<file path="src/rtl/core/rce_pkg.sv">
// ----------------------------------------------------------------------------
// rce_pkg: shared types and codes for the rectangle corner extent block
// Holds the request codes, register indexes and the result record.
// ----------------------------------------------------------------------------
`timescale 1ns / 1ps
`default_nettype none

package rce_pkg;

  // width of coordinates, limits and run lengths
  localparam int CNT_W = 7;

  // request action codes
  localparam logic ACT_WRITE = 1'b0;
  localparam logic ACT_QUERY = 1'b1;

  // configuration register indexes
  localparam logic REG_ROWS_USED = 1'b0;
  localparam logic REG_COLS_USED = 1'b1;

  typedef struct packed {
    logic             is_corner;
    logic [CNT_W-1:0] width;
    logic [CNT_W-1:0] height;
  } rce_result_t;

endpackage

`default_nettype wire

</file>
<file path="src/rtl/core/rce_ctrl.sv">
// ----------------------------------------------------------------------------
// rce_ctrl: request sequencer
// Stores write requests; walks the cell store one read per cycle for queries.
// ----------------------------------------------------------------------------
`timescale 1ns / 1ps
`default_nettype none

module rce_ctrl
  import rce_pkg::*;
#(
  parameter int MAX_SIDE = 64,
  parameter int SIDE_W   = 6
) (
  input  wire logic                  clk,
  input  wire logic                  rst_n,
  input  wire logic                  req_valid,
  input  wire logic                  req_action,
  input  wire logic [5:0]            req_row,
  input  wire logic [5:0]            req_col,
  input  wire logic                  req_cell_value,
  output logic                       idle,
  input  wire logic [CNT_W-1:0]      n_rows,
  input  wire logic [CNT_W-1:0]      n_cols,
  output logic                       mem_we,
  output logic [2*SIDE_W-1:0]        mem_waddr,
  output logic                       mem_wdata,
  output logic                       mem_re,
  output logic [2*SIDE_W-1:0]        mem_raddr,
  input  wire logic                  mem_rdata,
  output logic                       res_valid,
  input  wire logic                  res_take,
  output rce_result_t                res
);

  typedef enum logic [6:0] {
    S_IDLE  = 7'b0000001,
    S_SELF  = 7'b0000010,
    S_TOP   = 7'b0000100,
    S_LEFT  = 7'b0001000,
    S_DOWN  = 7'b0010000,
    S_RIGHT = 7'b0100000,
    S_DONE  = 7'b1000000
  } state_t;

  state_t           state_r, state_nxt;
  logic [CNT_W-1:0] row_r, row_nxt;
  logic [CNT_W-1:0] col_r, col_nxt;
  logic [CNT_W-1:0] ptr_r, ptr_nxt;
  logic [CNT_W-1:0] h_r, h_nxt;
  logic [CNT_W-1:0] w_r, w_nxt;
  logic             corner_r, corner_nxt;

  logic [CNT_W-1:0] rd_row, rd_col;
  logic             go_down, go_right;
  logic             wr_in_store;

  assign wr_in_store = (32'(req_row) < MAX_SIDE) && (32'(req_col) < MAX_SIDE);

  always_comb begin
    state_nxt  = state_r;
    row_nxt    = row_r;
    col_nxt    = col_r;
    ptr_nxt    = ptr_r;
    h_nxt      = h_r;
    w_nxt      = w_r;
    corner_nxt = corner_r;
    mem_re     = 1'b0;
    mem_we     = 1'b0;
    rd_row     = row_r;
    rd_col     = col_r;
    go_down    = 1'b0;
    go_right   = 1'b0;

    case (state_r)
      S_IDLE: begin
        if (req_valid) begin
          if (req_action == ACT_WRITE) begin
            mem_we = wr_in_store;
          end else begin
            row_nxt    = {1'b0, req_row};
            col_nxt    = {1'b0, req_col};
            h_nxt      = '0;
            w_nxt      = '0;
            corner_nxt = 1'b0;
            // outside the used area: no corner, no reads
            if (({1'b0, req_row} < n_rows) && ({1'b0, req_col} < n_cols)) begin
              mem_re    = 1'b1;
              rd_row    = {1'b0, req_row};
              rd_col    = {1'b0, req_col};
              state_nxt = S_SELF;
            end else begin
              state_nxt = S_DONE;
            end
          end
        end
      end
      S_SELF: begin
        if (!mem_rdata) begin
          state_nxt = S_DONE;
        end else if (row_r != '0) begin
          mem_re    = 1'b1;
          rd_row    = row_r - 1'b1;
          state_nxt = S_TOP;
        end else if (col_r != '0) begin
          mem_re    = 1'b1;
          rd_col    = col_r - 1'b1;
          state_nxt = S_LEFT;
        end else begin
          go_down = 1'b1;
        end
      end
      S_TOP: begin
        if (mem_rdata) begin
          state_nxt = S_DONE;
        end else if (col_r != '0) begin
          mem_re    = 1'b1;
          rd_col    = col_r - 1'b1;
          state_nxt = S_LEFT;
        end else begin
          go_down = 1'b1;
        end
      end
      S_LEFT: begin
        if (mem_rdata) begin
          state_nxt = S_DONE;
        end else begin
          go_down = 1'b1;
        end
      end
      S_DOWN: begin
        if (mem_rdata) begin
          h_nxt = h_r + 1'b1;
          if ((ptr_r + 1'b1) < n_rows) begin
            mem_re  = 1'b1;
            rd_row  = ptr_r + 1'b1;
            ptr_nxt = ptr_r + 1'b1;
          end else begin
            go_right = 1'b1;
          end
        end else begin
          go_right = 1'b1;
        end
      end
      S_RIGHT: begin
        if (mem_rdata) begin
          w_nxt = w_r + 1'b1;
          if ((ptr_r + 1'b1) < n_cols) begin
            mem_re  = 1'b1;
            rd_col  = ptr_r + 1'b1;
            ptr_nxt = ptr_r + 1'b1;
          end else begin
            state_nxt = S_DONE;
          end
        end else begin
          state_nxt = S_DONE;
        end
      end
      S_DONE: begin
        if (res_take) begin
          state_nxt = S_IDLE;
        end
      end
      default: begin
        state_nxt = S_IDLE;
      end
    endcase

    // corner confirmed: the corner cell itself opens both runs
    if (go_down) begin
      corner_nxt = 1'b1;
      h_nxt      = 7'd1;
      if ((row_r + 1'b1) < n_rows) begin
        mem_re    = 1'b1;
        rd_row    = row_r + 1'b1;
        ptr_nxt   = row_r + 1'b1;
        state_nxt = S_DOWN;
      end else begin
        go_right = 1'b1;
      end
    end

    if (go_right) begin
      w_nxt = 7'd1;
      if ((col_r + 1'b1) < n_cols) begin
        mem_re    = 1'b1;
        rd_row    = row_r;
        rd_col    = col_r + 1'b1;
        ptr_nxt   = col_r + 1'b1;
        state_nxt = S_RIGHT;
      end else begin
        state_nxt = S_DONE;
      end
    end
  end

  always_ff @(posedge clk) begin
    if (!rst_n) begin
      state_r <= S_IDLE;
    end else begin
      state_r <= state_nxt;
    end
  end

  always_ff @(posedge clk) begin
    row_r    <= row_nxt;
    col_r    <= col_nxt;
    ptr_r    <= ptr_nxt;
    h_r      <= h_nxt;
    w_r      <= w_nxt;
    corner_r <= corner_nxt;
  end

  assign idle      = (state_r == S_IDLE);
  assign mem_waddr = {SIDE_W'(req_row), SIDE_W'(req_col)};
  assign mem_wdata = req_cell_value;
  assign mem_raddr = {SIDE_W'(rd_row), SIDE_W'(rd_col)};
  assign res_valid = (state_r == S_DONE);

  assign res.is_corner = corner_r;
  assign res.width     = w_r;
  assign res.height    = h_r;

endmodule

`default_nettype wire

</file>
<file path="config.mk">
export PLATFORM = sky130hd
export DESIGN_NAME = rce_ctrl
export DESIGN_NICKNAME = d
export VERILOG_FILES = /design/src/rtl/core/rce_pkg.sv /design/src/rtl/core/rce_ctrl.sv
export SDC_FILE = /design/constraint.sdc
export NUM_CORES = 1
export LEC_CHECK = 0
export BUFFER_PORTS_ARGS = -buffer_cell sky130_fd_sc_hd__buf_4
export CAP_MARGIN = 20
export CORE_MARGIN = 5
export CORE_UTILIZATION = 35
export CTS_CLUSTER_DIAMETER = 200
export DETAILED_ROUTE_END_ITERATION = 8
export PLACE_DENSITY = 0.53
export SLEW_MARGIN = 5
export SYNTH_ARGS = -nofsm -noshare
export SYNTH_HDL_FRONTEND = slang
export SYNTH_SLANG_ARGS = --single-unit
</file>
<file path="constraint.sdc">
create_clock -name clk -period 5.1 [get_ports clk]
set_clock_uncertainty 0.05 [all_clocks]
set_input_delay 1.02 -clock clk [delete_from_list [all_inputs] [get_ports clk]]
set_output_delay 1.02 -clock clk [all_outputs]
set_load 0.005 [all_outputs]
</file>
==> metrics.sh <==
OUTCOME='finished, final reports clean'
MAPPEDNETLISTNETS=568
YOSYSTOPAREACELLSHARE=0.147
SYNTH-SEQ-AREA-SHARE=0.239
REQUIRED_TIME_AT_THE_ENDPOINT_OF_THE_CRITICAL_PATH_PS=4030
MIN_PERIOD_PS=4850
GRT_ANTENNA_BEFORE_REPAIR=0
GRT_PASS1_WL_UM=20100
ASYNC_FLOP_SHARE=0
YS_DOMINANT_REG_CELL='sky130_fd_sc_hd__dfxtp_1'
HOLD_PATH_CLASS='reg -> reg'
IOS=77
SYNTH.AREA.TOP_CELLS='sky130_fd_sc_hd__dfxtp_1, sky130_fd_sc_hd__ha_1, sky130_fd_sc_hd__edfxtp_1'
AREA_DELTA_SYNTH_FINAL_PCT=19.2
FMAX_GHz=0.206
HOLD_BUFFERS=0
SYN_AREA_PER_CELL_UM2=7.97
POSTROUTEWIRELENGTH_UM=12800
TRACK_USAGE=0.192
R2R-START='ptr_r[0]'
CTS_NUM_SINKS=41
FINAL_CELL_AREA_UM2=4690
YOSYS_WARNINGS=0
GRT_START_MAX_NET_PINS=19
CP.ARRIVAL_PS=3780
HPWL_UM=10100
CLOCK_TREE.ROOT_CELL='sky130_fd_sc_hd__clkbuf_16'
AVGVIACOUNTPERCELL=5.58
POST_ROUTE_CELLS_DRIVE_ABOVE_1_SHARE=0.208
FINAL_CRITICAL_PATH_SETUP_SLACK_PS=247
WORST_R2R_PATH_DEPTH=13
FLOORPLAN.CORE_AREA_UM2=10900
OVERFLOW=0
CRITICAL_PATH.CELL_CHAIN='ha_1 > nand3_1 > inv_1 > nand3_1 > xnor2_1 > ha_1 > and3_1 > a221o_1 > a21oi_2 > o2bb2ai_1 > and2_1 > a221o_1 > o32a_1 > buf_4'
DPL_WORST_SLACK_PS=330
YOSYSMOSTFREQUENTCELL='sky130_fd_sc_hd__nand2_1'
OVERALL_POWER_CONSUMPTION_mW=1.04
WORST-R2R-SETUP-SLACK_PS=1510
DR.PASS1.ITERS=5
START_UTIL=0.360
SETUP.WORST_PATH.START='ptr_r[0]'
IO_BUFFER_COUNT=74
GPL.FINAL_WEIGHTED_CONGESTION=0.914
YOSYS-TOP-CELLS-COUNT='sky130_fd_sc_hd__nand2_1, sky130_fd_sc_hd__ha_1, sky130_fd_sc_hd__nor2_1'
CRIT_PATH_MAX_FANOUT=8
FINALCRITPERIODSHARE=0.952
TOTALNEGATIVESETUPSLACK_PS=0
FLOORPLAN.DIE_AREA_UM2=13500
VIAS=3874
CLOCK_TREE.BUFFER_DEPTH=2
CTS.HTREE.LEVELS=2
WORST_IR_DROP_VDD_mV=0.124
R2R-END='ptr_r[6]'
NUM_ANTENNA_CELLS=0
WORSTSETUPPATHTYPE='reg -> out'
TIMING.CRITICAL_PATH.SLOWEST_CELL_DELAY_PS=410
FINAL_NETS=627
TRITONCTS.NUM_BUFFERS=5
ANT_NETS=0
DIE_X_UM=116
SETUP_FAILING_EPS_FINAL=0
ENDPOINT='mem_raddr[1]'
DIE_HEIGHT_UM=116
DPL-INSTANCE-AREA_UM2=4540
CRITPATHCAPTURETYPE='output port'
SYNTH_TOP_CELL_BY_AREA='sky130_fd_sc_hd__dfxtp_1'
YOSYS_REGISTER_BITS=41
MAX_SLEW.WORST_PIN.SLEW_PS=660
CAP_VIOLATIONS=0
HOLD_VIOL=0
CRIT_PATH_START_KIND='flop'
NUMBER_OF_PINS_EXCEEDING_THEIR_MAX_SLEW_LIMIT_IN_THE_FINAL_REPORT=0
TRITONCTS_CLOCK_TREE='done'
CLKTRANSATPATHREGS_PS=60
FIRST_GLOBAL_VIAS=3702
TIMING.CRITICAL_PATH.SLOWEST_STAGE_CELL='sky130_fd_sc_hd__dfxtp_2'
POST_CTS_REPAIR_TIMING_SETUP_BUFFER_COUNT=0
HOLD_WS_PS=397
TIMING.MAX_SLEW.REL_SLACK=0.559
UNREPAIRED_SETUP_ENDPOINTS_AFTER_GLOBAL_ROUTING='no'
POWER.STATIC_LEAKAGE_nW=2.11
POST_SYNTH_NUM_CELL_TYPES=74
NUMBER_OF_PLACEMENT_ROWS=38
SYNTH_EDF_COUNT=12
DETAIL_ROUTE.ITER0.VIOLATIONS=186
SYN_AREA_UM2=3940
DRT-WIRELENGTH-PER-CELL_UM=18.4
NETLIST_INSTANCES=494
PWR_DENSITY_CELL_nW_PER_UM2=222
INSERTION_DELAY_PS=290
DETAIL_ROUTE.DRC_VIOLATIONS=0
timing repair:
item / CTS / global route
hold endpoints to repair: 0 / 0
resized for setup: 1 / 1
setup endpoints to repair: 1 / 2
how the worst min path moves through the flow:
stage,from,endpoint,depth (start not counted)
3_5_place_dp,corner_r,corner_r,2
2_1_floorplan,corner_r,corner_r,2
4_1_cts,corner_r,corner_r,2
5_1_grt,corner_r,corner_r,2
6_report,corner_r,corner_r,2
3_3_place_gp,corner_r,corner_r,2
metal layers:
layer  track usage  vias to the layer above  share of wire
met5             0                        -              0
met4        0.0565                        0          0.018
met3        0.0303                       16          0.058
met2         0.308                      118           0.46
met1         0.267                     1827           0.46
li1              -                     1913              -
registers in the layout, indices dropped and copies added (netlist names):
name      count
col_r         6
row_r         6
ptr_r         7
h_r           7
w_r           7
state_r       7
corner_r      1
layout by cell type (no fill, tap or decap), drive strengths merged, types with 7 or more instances in the layout:
cell type / instances
a211oi: 10
a21oi: 31
and3: 7
buf: 84
clkbuf: 7
dfxtp: 29
edfxtp: 12
ha: 41
inv: 28
nand2: 49
nand2b: 8
nand3: 29
nor2: 43
nor3: 12
o21ai: 25
xnor2: 16
xor2: 11
stage by stage:
stage / utilization / instances
after detailed placement: 0.415 / 686
after global placement: 0.415 / 686
after floorplan: - / 494
after CTS: 0.429 / 694
after global routing: 0.429 / 694
final: 0.429 / 694
area by class of cell:
class | instances | area, µm²
sequential | 41 | 942
fill | 1151 | 6240
timing repair buffer | 84 | 631
clock buffer | 7 | 143
tap | 140 | 175
clock inverter | 1 | 6.26
multi-input combinational | 394 | 2700
inverter | 27 | 101
kinds of logic after synthesis:
logic type      after synthesis  synth area share
simple gates                197             0.264
compound gates              123             0.214
buf+inv                      59            0.0775
fa+ha+maj                    41             0.130
flops                        41             0.239
xor+xnor                     27            0.0600
mux                           6            0.0152
critical path, delay by kind of cell (launching register included):
family                     cells  cell delay, ps
and+or+nand+nor                4             730
AOI/OAI and AO/OA              5            1380
adders and majority gates      2             510
DFF                            1             410
buffers and inverters          2             240
xor gates and xnor gates       1             220
power breakdown:
| part | switching (mW) | internal (mW) | leakage, nW | total, mW |
|---|---|---|---|---|
| registers | 0.0209 | 0.349 | 0.346 | 0.370 |
| logic | 0.185 | 0.153 | 1.69 | 0.337 |
| clock network | 0.139 | 0.196 | 0.0744 | 0.334 |
No activity file was read; power rests on OpenSTA's default activity.
